### config.mk
export PLATFORM = sky130hd
export DESIGN_NAME = sorted_key_value_table
export DESIGN_NICKNAME = d
export VERILOG_FILES = /design/src/rtl/skvt_pkg.sv /design/src/rtl/skvt_dp.sv /design/src/rtl/skvt_ctrl.sv /design/src/rtl/sorted_key_value_table.sv
export SDC_FILE = /design/constraint.sdc
export NUM_CORES = 1
export LEC_CHECK = 0
export BUFFER_PORTS_ARGS = -buffer_cell sky130_fd_sc_hd__buf_4
export CAP_MARGIN = 20
export CELL_PAD_IN_SITES_DETAIL_PLACEMENT = 1
export CELL_PAD_IN_SITES_GLOBAL_PLACEMENT = 1
export CORE_ASPECT_RATIO = 0.9
export CORE_MARGIN = 2
export CORE_UTILIZATION = 59
export DETAILED_ROUTE_END_ITERATION = 8
export GPL_ROUTABILITY_DRIVEN = 0
export HOLD_SLACK_MARGIN = 0.02
export PLACE_DENSITY_LB_ADDON = 0.1
export SLEW_MARGIN = 20
export SYNTH_ARGS = -nofsm -noshare
export SYNTH_HDL_FRONTEND = slang
export SYNTH_HIERARCHICAL = 1
export SYNTH_SLANG_ARGS = --single-unit
### constraint.sdc
create_clock -name clk -period 7.21 [get_ports clk]
set_input_delay 0.3605 -clock clk [delete_from_list [all_inputs] [get_ports clk]]
set_output_delay 0.3605 -clock clk [all_outputs]
set_load 0.02 [all_outputs]
### src/rtl/skvt_pkg.sv
// ----------------------------------------------------------------------------
// skvt_pkg
// Shared types and codes for the sorted key/value table: command and status
// codes, and the command/status bundles between controller and datapath.
// ----------------------------------------------------------------------------
package skvt_pkg;

	localparam int DEPTH_DEF    = 16;
	localparam int AMP_BITS_DEF = 16;
	localparam int KEY_W        = 8;
	localparam int AMP_IO_W     = 16;

	typedef logic [1:0] cmd_code_t;
	typedef logic [1:0] status_t;

	localparam cmd_code_t CMD_ADD    = 2'd0;
	localparam cmd_code_t CMD_UPDATE = 2'd1;
	localparam cmd_code_t CMD_REMOVE = 2'd2;
	localparam cmd_code_t CMD_LOOKUP = 2'd3;

	localparam status_t ST_OK        = 2'd0;
	localparam status_t ST_INVALID   = 2'd1;
	localparam status_t ST_NOT_FOUND = 2'd2;
	localparam status_t ST_FULL      = 2'd3;

	typedef struct packed {
		logic    load;
		logic    rd_idx;
		logic    rd_dn;
		logic    rd_up;
		logic    idx_inc;
		logic    set_found;
		logic    wr_pos;
		logic    wr_sh;
		logic    sh_load_count;
		logic    sh_load_idx;
		logic    sh_dec;
		logic    sh_inc;
		logic    cnt_inc;
		logic    cnt_dec;
		logic    finish;
		status_t fin_status;
		logic    fin_amp;
	} dp_cmd_t;

	typedef struct packed {
		cmd_code_t cmd;
		logic      key_zero;
		logic      scan_end;
		logic      hit;
		logic      found;
		logic      full;
		logic      ins_done;
		logic      rem_done;
	} dp_sts_t;

endpackage

### src/rtl/skvt_dp.sv
// ----------------------------------------------------------------------------
// skvt_dp
// Datapath: key and amplitude memories, request registers, scan and shift
// indexes, entry count and the result register.
// ----------------------------------------------------------------------------
module skvt_dp #(
	parameter int DEPTH    = skvt_pkg::DEPTH_DEF,
	parameter int AMP_BITS = skvt_pkg::AMP_BITS_DEF
) (
	input  logic                              clk,
	input  logic                              arst_n,
	input  skvt_pkg::cmd_code_t               command,
	input  logic [skvt_pkg::KEY_W-1:0]        number,
	input  logic [skvt_pkg::AMP_IO_W-1:0]     amplitude,
	input  skvt_pkg::dp_cmd_t                 dp_cmd,
	output skvt_pkg::dp_sts_t                 dp_sts,
	output skvt_pkg::status_t                 status,
	output logic [skvt_pkg::AMP_IO_W-1:0]     read_amplitude,
	output logic [$clog2(DEPTH+1)-1:0]        entry_count
);

	localparam int CW = $clog2(DEPTH + 1);
	localparam int AW = $clog2(DEPTH);

	logic [skvt_pkg::KEY_W-1:0] key_mem [DEPTH];
	logic [AMP_BITS-1:0]        amp_mem [DEPTH];

	skvt_pkg::cmd_code_t        cmd_q;
	logic [skvt_pkg::KEY_W-1:0] key_q;
	logic [AMP_BITS-1:0]        amp_q;
	logic [CW-1:0]              count_q;
	logic [CW-1:0]              count_d;
	logic [CW-1:0]              idx_q;
	logic [CW-1:0]              sh_q;
	logic [CW-1:0]              sh_dn;
	logic [CW-1:0]              sh_up;
	logic                       found_q;
	logic [skvt_pkg::KEY_W-1:0] key_rd_q;
	logic [AMP_BITS-1:0]        amp_rd_q;
	logic                       rd_en;
	logic [AW-1:0]              rd_addr;
	logic                       wr_en;
	logic [AW-1:0]              wr_addr;
	logic [skvt_pkg::KEY_W-1:0] wr_key;
	logic [AMP_BITS-1:0]        wr_amp;
	skvt_pkg::status_t          status_q;
	logic [skvt_pkg::AMP_IO_W-1:0] rd_amp_q;
	logic [CW-1:0]              entry_count_q;

	assign sh_dn = sh_q - CW'(1);
	assign sh_up = sh_q + CW'(1);

	always_comb begin
		rd_en   = dp_cmd.rd_idx | dp_cmd.rd_dn | dp_cmd.rd_up;
		rd_addr = idx_q[AW-1:0];
		if (dp_cmd.rd_dn) begin
			rd_addr = sh_dn[AW-1:0];
		end else if (dp_cmd.rd_up) begin
			rd_addr = sh_up[AW-1:0];
		end
	end

	always_comb begin
		wr_en   = dp_cmd.wr_pos | dp_cmd.wr_sh;
		wr_addr = idx_q[AW-1:0];
		wr_key  = key_q;
		wr_amp  = amp_q;
		if (dp_cmd.wr_sh) begin
			wr_addr = sh_q[AW-1:0];
			wr_key  = key_rd_q;
			wr_amp  = amp_rd_q;
		end
	end

	always_ff @(posedge clk) begin
		if (wr_en) begin
			key_mem[wr_addr] <= wr_key;
			amp_mem[wr_addr] <= wr_amp;
		end
		if (rd_en) begin
			key_rd_q <= key_mem[rd_addr];
			amp_rd_q <= amp_mem[rd_addr];
		end
	end

	always_comb begin
		count_d = count_q;
		if (dp_cmd.cnt_inc) begin
			count_d = count_q + CW'(1);
		end else if (dp_cmd.cnt_dec) begin
			count_d = count_q - CW'(1);
		end
	end

	always_ff @(posedge clk or negedge arst_n) begin
		if (!arst_n) begin
			count_q <= '0;
			found_q <= 1'b0;
		end else begin
			count_q <= count_d;
			if (dp_cmd.load) begin
				found_q <= 1'b0;
			end else if (dp_cmd.set_found) begin
				found_q <= (key_rd_q == key_q);
			end
		end
	end

	always_ff @(posedge clk) begin
		if (dp_cmd.load) begin
			cmd_q <= command;
			key_q <= number;
			amp_q <= AMP_BITS'(amplitude);
			idx_q <= '0;
		end else if (dp_cmd.idx_inc) begin
			idx_q <= idx_q + CW'(1);
		end
		if (dp_cmd.sh_load_count) begin
			sh_q <= count_q;
		end else if (dp_cmd.sh_load_idx) begin
			sh_q <= idx_q;
		end else if (dp_cmd.sh_dec) begin
			sh_q <= sh_dn;
		end else if (dp_cmd.sh_inc) begin
			sh_q <= sh_up;
		end
		if (dp_cmd.finish) begin
			status_q      <= dp_cmd.fin_status;
			rd_amp_q      <= dp_cmd.fin_amp ? skvt_pkg::AMP_IO_W'(amp_rd_q) : '0;
			entry_count_q <= count_d;
		end
	end

	assign dp_sts.cmd      = cmd_q;
	assign dp_sts.key_zero = (key_q == '0);
	assign dp_sts.scan_end = (idx_q == count_q);
	assign dp_sts.hit      = (key_rd_q >= key_q);
	assign dp_sts.found    = found_q;
	assign dp_sts.full     = (count_q == CW'(DEPTH));
	assign dp_sts.ins_done = (sh_q == idx_q);
	assign dp_sts.rem_done = (sh_up == count_q);

	assign status         = status_q;
	assign read_amplitude = rd_amp_q;
	assign entry_count    = entry_count_q;

endmodule

### src/rtl/skvt_ctrl.sv
// ----------------------------------------------------------------------------
// skvt_ctrl
// Controller: request handshake, scan, insert and remove sequencing, and the
// result valid flag.
// ----------------------------------------------------------------------------
module skvt_ctrl (
	input  logic              clk,
	input  logic              arst_n,
	input  logic              in_valid,
	output logic              in_stall,
	output logic              out_valid,
	input  logic              out_stall,
	input  skvt_pkg::dp_sts_t dp_sts,
	output skvt_pkg::dp_cmd_t dp_cmd
);

	localparam logic [3:0] S_IDLE     = 4'd0;
	localparam logic [3:0] S_SCAN_RD  = 4'd1;
	localparam logic [3:0] S_SCAN_CMP = 4'd2;
	localparam logic [3:0] S_DECIDE   = 4'd3;
	localparam logic [3:0] S_INS_RD   = 4'd4;
	localparam logic [3:0] S_INS_WR   = 4'd5;
	localparam logic [3:0] S_REM_RD   = 4'd6;
	localparam logic [3:0] S_REM_WR   = 4'd7;

	logic [3:0] state_q;
	logic [3:0] state_d;
	logic       out_valid_q;

	assign in_stall  = (state_q != S_IDLE) || (out_valid_q && out_stall);
	assign out_valid = out_valid_q;

	always_comb begin
		dp_cmd  = '0;
		state_d = state_q;
		unique case (state_q)
			S_IDLE: begin
				if (in_valid && !in_stall) begin
					dp_cmd.load = 1'b1;
					state_d     = S_SCAN_RD;
				end
			end
			S_SCAN_RD: begin
				if (dp_sts.key_zero) begin
					dp_cmd.finish     = 1'b1;
					dp_cmd.fin_status = skvt_pkg::ST_INVALID;
					state_d           = S_IDLE;
				end else if (dp_sts.scan_end) begin
					state_d = S_DECIDE;
				end else begin
					dp_cmd.rd_idx = 1'b1;
					state_d       = S_SCAN_CMP;
				end
			end
			S_SCAN_CMP: begin
				if (dp_sts.hit) begin
					dp_cmd.set_found = 1'b1;
					state_d          = S_DECIDE;
				end else begin
					dp_cmd.idx_inc = 1'b1;
					state_d        = S_SCAN_RD;
				end
			end
			S_DECIDE: begin
				state_d = S_IDLE;
				if (!dp_sts.found) begin
					if (dp_sts.cmd != skvt_pkg::CMD_ADD) begin
						dp_cmd.finish     = 1'b1;
						dp_cmd.fin_status = skvt_pkg::ST_NOT_FOUND;
					end else if (dp_sts.full) begin
						dp_cmd.finish     = 1'b1;
						dp_cmd.fin_status = skvt_pkg::ST_FULL;
					end else begin
						dp_cmd.sh_load_count = 1'b1;
						state_d              = S_INS_RD;
					end
				end else begin
					case (dp_sts.cmd)
						skvt_pkg::CMD_REMOVE: begin
							dp_cmd.sh_load_idx = 1'b1;
							state_d            = S_REM_RD;
						end
						skvt_pkg::CMD_LOOKUP: begin
							dp_cmd.finish     = 1'b1;
							dp_cmd.fin_status = skvt_pkg::ST_OK;
							dp_cmd.fin_amp    = 1'b1;
						end
						default: begin
							dp_cmd.wr_pos     = 1'b1;
							dp_cmd.finish     = 1'b1;
							dp_cmd.fin_status = skvt_pkg::ST_OK;
						end
					endcase
				end
			end
			S_INS_RD: begin
				if (dp_sts.ins_done) begin
					dp_cmd.wr_pos     = 1'b1;
					dp_cmd.cnt_inc    = 1'b1;
					dp_cmd.finish     = 1'b1;
					dp_cmd.fin_status = skvt_pkg::ST_OK;
					state_d           = S_IDLE;
				end else begin
					dp_cmd.rd_dn = 1'b1;
					state_d      = S_INS_WR;
				end
			end
			S_INS_WR: begin
				dp_cmd.wr_sh  = 1'b1;
				dp_cmd.sh_dec = 1'b1;
				state_d       = S_INS_RD;
			end
			S_REM_RD: begin
				if (dp_sts.rem_done) begin
					dp_cmd.cnt_dec    = 1'b1;
					dp_cmd.finish     = 1'b1;
					dp_cmd.fin_status = skvt_pkg::ST_OK;
					state_d           = S_IDLE;
				end else begin
					dp_cmd.rd_up = 1'b1;
					state_d      = S_REM_WR;
				end
			end
			S_REM_WR: begin
				dp_cmd.wr_sh  = 1'b1;
				dp_cmd.sh_inc = 1'b1;
				state_d       = S_REM_RD;
			end
			default: begin
				state_d = S_IDLE;
			end
		endcase
	end

	always_ff @(posedge clk or negedge arst_n) begin
		if (!arst_n) begin
			state_q     <= S_IDLE;
			out_valid_q <= 1'b0;
		end else begin
			state_q <= state_d;
			if (dp_cmd.finish) begin
				out_valid_q <= 1'b1;
			end else if (!out_stall) begin
				out_valid_q <= 1'b0;
			end
		end
	end

endmodule

### src/rtl/sorted_key_value_table.sv
// ----------------------------------------------------------------------------
// sorted_key_value_table
// Sorted table of (number, amplitude) entries with add, update, remove and
// look-up requests, one result per request.
// ----------------------------------------------------------------------------
// One request at a time. The key memory has a single read port and is scanned
// linearly, one entry at a time (read, then compare), until the first key not
// below the request number; an insert or remove then moves each entry it
// shifts with a read and then a write back one place over. A new request is
// taken as soon as the previous result is in the output register and that
// register is free or being drained. The table starts empty after reset; no
// clearing pass.
module sorted_key_value_table #(
	parameter int DEPTH    = skvt_pkg::DEPTH_DEF,
	parameter int AMP_BITS = skvt_pkg::AMP_BITS_DEF
) (
	input  logic                              clk,
	input  logic                              arst_n,
	input  logic                              in_valid,
	output logic                              in_stall,
	input  logic [1:0]                        command,
	input  logic [skvt_pkg::KEY_W-1:0]        number,
	input  logic [skvt_pkg::AMP_IO_W-1:0]     amplitude,
	output logic                              out_valid,
	input  logic                              out_stall,
	output logic [1:0]                        status,
	output logic [skvt_pkg::AMP_IO_W-1:0]     read_amplitude,
	output logic [$clog2(DEPTH+1)-1:0]        entry_count
);

	skvt_pkg::dp_cmd_t dp_cmd;
	skvt_pkg::dp_sts_t dp_sts;

	skvt_ctrl u_ctrl (
		.clk       (clk),
		.arst_n    (arst_n),
		.in_valid  (in_valid),
		.in_stall  (in_stall),
		.out_valid (out_valid),
		.out_stall (out_stall),
		.dp_sts    (dp_sts),
		.dp_cmd    (dp_cmd)
	);

	skvt_dp #(
		.DEPTH    (DEPTH),
		.AMP_BITS (AMP_BITS)
	) u_dp (
		.clk            (clk),
		.arst_n         (arst_n),
		.command        (command),
		.number         (number),
		.amplitude      (amplitude),
		.dp_cmd         (dp_cmd),
		.dp_sts         (dp_sts),
		.status         (status),
		.read_amplitude (read_amplitude),
		.entry_count    (entry_count)
	);

endmodule

# Word-level counts from Yosys, hierarchy flattened
# Memories as Yosys holds them, arrays and structs flattened. A register that Yosys moved wholly into a read port is not among the register bits.
# Index checks and enable logic that the tools add are counted.
# word_totals
memories	2
in_bits	30
mem_bits_rw	384
elab_cells	117
ff_bits	70
output_inout_bits	25
# memory_table
memory	depth	width	read_ports	rd_clocked_by_memory_dff	wr	line_no	text
u_dp.amp_mem	16	16	1	1	1	skvt_dp.sv:26	logic [AMP_BITS-1:0] amp_mem [DEPTH];
u_dp.key_mem	16	8	1	1	1	skvt_dp.sv:25	logic [skvt_pkg::KEY_W-1:0] key_mem [DEPTH];
# op_classes
n_reduce_logical	12
bitwise_logic	3
n_eq_ne	16
n_addsub	5
order_cmp	1
mux	66
# ops
operator	count
1-bit two-way mux	34
4-bit one-hot mux with 8 select lines	1
3-bit two-way mux	10
5-bit two-way mux	6
4-bit two-way mux	7
4-bit by 3-bit equality test with 1-bit output (second input constant)	4
16-bit two-way mux	1
5-bit by 1-bit adder with 5-bit output (second input constant)	3
5-bit equality test	3
3-bit one-hot mux with 4 select lines	1
5-bit by 1-bit subtractor with 5-bit output (second input constant)	2
4-bit by 2-bit equality test with 1-bit output (second input constant)	2
8-bit equality test	1
8-bit greater-or-equal comparator	1
8-bit logical NOT	1
2-bit two-way mux	4
8-bit two-way mux	1
4-bit nonzero test	2
5-bit equality test (second input constant)	1
2-bit equality test (second input constant)	2
4-bit by 1-bit equality test with 1-bit output (second input constant)	1
4-bit logical NOT	1
2-bit by 1-bit inequality test with 1-bit output (second input constant)	2
2-bit nonzero test	2
other kinds (6)	10

# Longest topological paths before layout
# logic_depth
depth_word	8
depth_mapped	15

# By module
# Netlist, hierarchy kept.
# modules_own_cells
mod	cells_each	instances	area_per_inst_um2
skvt_dp	942	1	19033.3
skvt_ctrl	53	1	466.7

# Worst setup path after synthesis
# No wires, ideal clock.
# synth_path
path_kind	reg2reg
startpoint	register u_dp.sh_q[1]
endpoint	register u_dp.amp_rd_q[7] (read register of u_dp.amp_mem) (data pin)
t_arrival_ps	3636
path_slack_ps	3315
required_ps	6951
path_stages_with_launch	13
period_less_slack_ps	3895
path_cell_list	edfxtp_1 -> clkbuf_1 -> inv_1 -> ha_1 -> xor2_1 -> a2111oi_0 -> and4bb_1 -> nor2_4 -> mux2i_4 -> buf_2 -> mux4_1 -> a22oi_1 -> nand2_1
# synth_rtl
item	line_no	text
start, declared	skvt_dp.sv:34	logic [CW-1:0] sh_q;
start signal, assigned	skvt_dp.sv:119	sh_q <= count_q;
start signal, assigned	skvt_dp.sv:121	sh_q <= idx_q;
start signal, assigned	skvt_dp.sv:123	sh_q <= sh_dn;
end, declared	skvt_dp.sv:39	logic [AMP_BITS-1:0] amp_rd_q;

==> out/qor.csv <==
metric,value,unit
status,"finished, final reports clean",
crit path DAT,5.57,ns
num ports,55,
area of the multi-input gates,4910,sq um
initial antenna violation count,0,
mux cell area share after synthesis,13.2,%
share of post-route cells with drive strength above 1,23.5,%
Layout fillers,2603,
Post-CTS Setup Bufs,0,
Setup crit end kind,flip-flop,
1st-iter DRT viols,1067,
CTS Root Buffer Type,clkbuf_16,
RSZ-0062 raised after global routing,no,
# clock sinks,477,
Tightest Pin Transition,1.15,ns
cells resized by post-CTS repair,0,
maxcap violations,0,
Placed Cells,1442,
CTS tree,done,
worst-path fanout max,27,
"area leader, netlist",edfxtp_1,
pwr dens,434,nW/um^2
"Seq/Total Area, Yosys",72.9,%
Leakage,7.39,nW
die height,176,um
Synth top cells by count,"462 x edfxtp_1, 56 x mux4_2, 47 x a22oi_1",
drt first pass iters,5,
WL/cell,29.7,um
Post-Syn Area per Cell,19.6,sq um
hpwl dp,24.9,mm
Syn Nets,1038,
final worst slack,1.94,ns
vias in the first global route,10600,
Routed WL,46.3,mm
number of port buffers,54,
Detail Route Antenna Nets,0,
CTS max path bufs,3,
hold_ws,0.0730,ns
post-synthesis xor/xnor area fraction,1.21,%
final setup fails,0,
drt drc,0,
"Clk Latency, worst-skew pair",0.57,ns
ys flop type,edfxtp_1,
Via density,6.47,
CTS clock-pin slew for the worst setup and hold paths,0.06,ns
Syn Std Cell Area,19500,sq um
final setup skew,0.0167,ns
post-synth top area share,71.1,%
crit path kind,flip-flop to flip-flop,
Startpoint Class,flip-flop,
part of the cycle the worst path needs,73.0,%
total grt overflow,0,
Non-Filler Instances,1558,
Synth cell types,80,
Worst Hold Class,primary input to flip-flop,
Synth Area in Simple Gates,5.08,%
CP required,7.52,ns
number of synthesized flops with an enable pin,462,
synthesized instance count,995,
Fmax,0.190,GHz
Nets,1144,
Post-Synth Adder-Cell Area,0.834,%
gr usage total,27.7,%
n_diodes,0,
Hold Fails Final Rpt,0,
pre-CTS WS,1.99,ns
core area,32700,sq um
Peak VDD IR,0.272,mV
Yosys Warn Count,6,
CTS Buf Count,47,
H-tree lvl count,2,
largest net degree at the start of global routing,60,
Area contributors post-synth,"edfxtp_1 71%, mux4_2 6.5%, mux4_1 5.4%, a22oi_1 1.8%, dfrtp_1 1.3%",
Slew headroom,22.9,%
first-pass GRT wire length,68.4,mm
starting density of the core,59.6,%
largest family of logic cells by synthesized area,multiplexers,
die area,34500,sq um
Final Slew Violations,0,
minimum clock period,5.27,ns
FF+latch area,14200,sq um
post-synthesis compound-gate area fraction,4.11,%
# rows,63,
asr flop ratio synth,2.10,%
total number of vias,10100,
Seq cells post-synth,477,
setup TNS,0,ns
Layout Area Growth over Synthesis,13.8,%
Chip Width,196,um
most frequent cell after synthesis,edfxtp_1,
cell usage in the layout (no fill, tap or decap), types with 4 or more instances in the layout:
cell           synthesis  routed
o21ai_0               15      15
nand3_1                9       9
buf_16                 0       5
mux4_1                40      40
dfxtp_1                5       5
and2_1                22      21
nor2_1                38      24
buf_4                  3      77
edfxtp_1             462     462
clkbuf_16              0      47
a22oi_1               47      47
nand2_1               45      45
dlygate4sd3_1          0      27
dfrtp_1               10      10
a21oi_1               12       9
inv_1                 20      20
clkinv_1               0      10
nand4_1                6       6
nor2b_1                4       4
xor2_1                 9       9
mux2_2                18      18
nor3_1                 9       7
nor3_2                 2       4
mux4_2                56      56
clkinv_2               0       7
a31oi_1                4       4
xnor2_1               18      18
clkbuf_1              16      14
ha_1                  13      13
nor2_4                 1      15
state kept, by name (all words and copies together) (netlist names), 8 cells and up:
| name | flops |
|---|---|
| u_dp/amp_mem | 256 |
| u_dp/key_mem | 128 |
| u_dp/amp_q | 16 |
| u_dp/amp_rd_q | 16 |
| u_dp/read_amplitude | 16 |
| u_dp/key_q | 8 |
| u_dp/key_rd_q | 8 |
per-stage QoR:
step	util (%)	area, sq um	power, W
2_1_floorplan	-	19500	0.00649
3_3_place_gp	62.2	20300	0.00723
3_5_place_dp	62.3	20400	0.00737
4_1_cts	67.5	22100	0.00965
5_1_grt	67.8	22200	0.0100
6_report	67.8	22200	0.00964
routing by layer:
metal | up-vias | global-route usage (%) | wire [um]
li1 | 4289 | - | -
met2 | 364 | 45.7 | 22600
met5 | - | 0 | 0
met4 | 0 | 6.71 | 975
met3 | 67 | 3.95 | 2630
met1 | 5367 | 39.9 | 20100
timing repair:
| action | 4_1_cts | 5_1_grt |
|---|---|---|
| hold endpoints to repair | 36 | 0 |
| hold buffers | 27 | 0 |
| endpoints found under the setup margin | 0 | 0 |
cell type report:
type / instances / share of cell area (%)
clock buffers: 61 / 5.54
clock inverters: 23 / 0.795
inverters: 20 / 0.338
multi-input cells: 443 / 22.1
flip-flops and latches: 477 / 64.1
well taps: 422 / 2.38
repair buffers: 112 / 4.71
where the power goes:
| group | total, W | switching (W) | internal (W) |
|---|---|---|---|
| Sequential | 0.00406 | 0.000258 | 0.00380 |
| Clock | 0.00228 | 0.00100 | 0.00128 |
| Combinational | 0.00331 | 0.00195 | 0.00136 |
| Total | 0.00964 | 0.00321 | 0.00643 |
final timing paths:
check                                          endpoint  slack [ns]         startpoint  cells past startpoint
worst min register to register  u_dp/read_amplitude[11]        0.55  u_dp/amp_rd_q[11]                      1
max in group asynchronous             u_ctrl/state_q[2]        6.89             arst_n                      2
worst max register to register        u_dp/amp_rd_q[14]        1.94       u_dp/sh_q[0]                     12
worst max-delay path                  u_dp/amp_rd_q[14]        1.94       u_dp/sh_q[0]                     12
min in group asynchronous             u_ctrl/state_q[1]        0.17             arst_n                      2
worst min-delay path                  u_ctrl/state_q[0]        0.07           in_valid                      3
worst max-delay path: stages, from the launching register on:
cell	delay [ns]
edfxtp_1	0.59
ha_1	0.26
and2_1	0.20
nand2_1	0.09
or3_1	0.33
a2111oi_0	0.66
and4bb_1	0.42
nor2_4	0.22
mux2i_4	0.72
buf_4	0.57
mux4_1	0.65
a22oi_1	0.20
nand2_1	0.08
cells by family (layout without fill, tap and decap cells):
logic type,after synthesis,in the layout
compound gates,110,110
xor+xnor,27,27
fa+ha+maj,13,13
buf+inv,75,216
flops,477,477
mux,118,118
simple gates,175,175
Power figures use the tool's default switching activity.
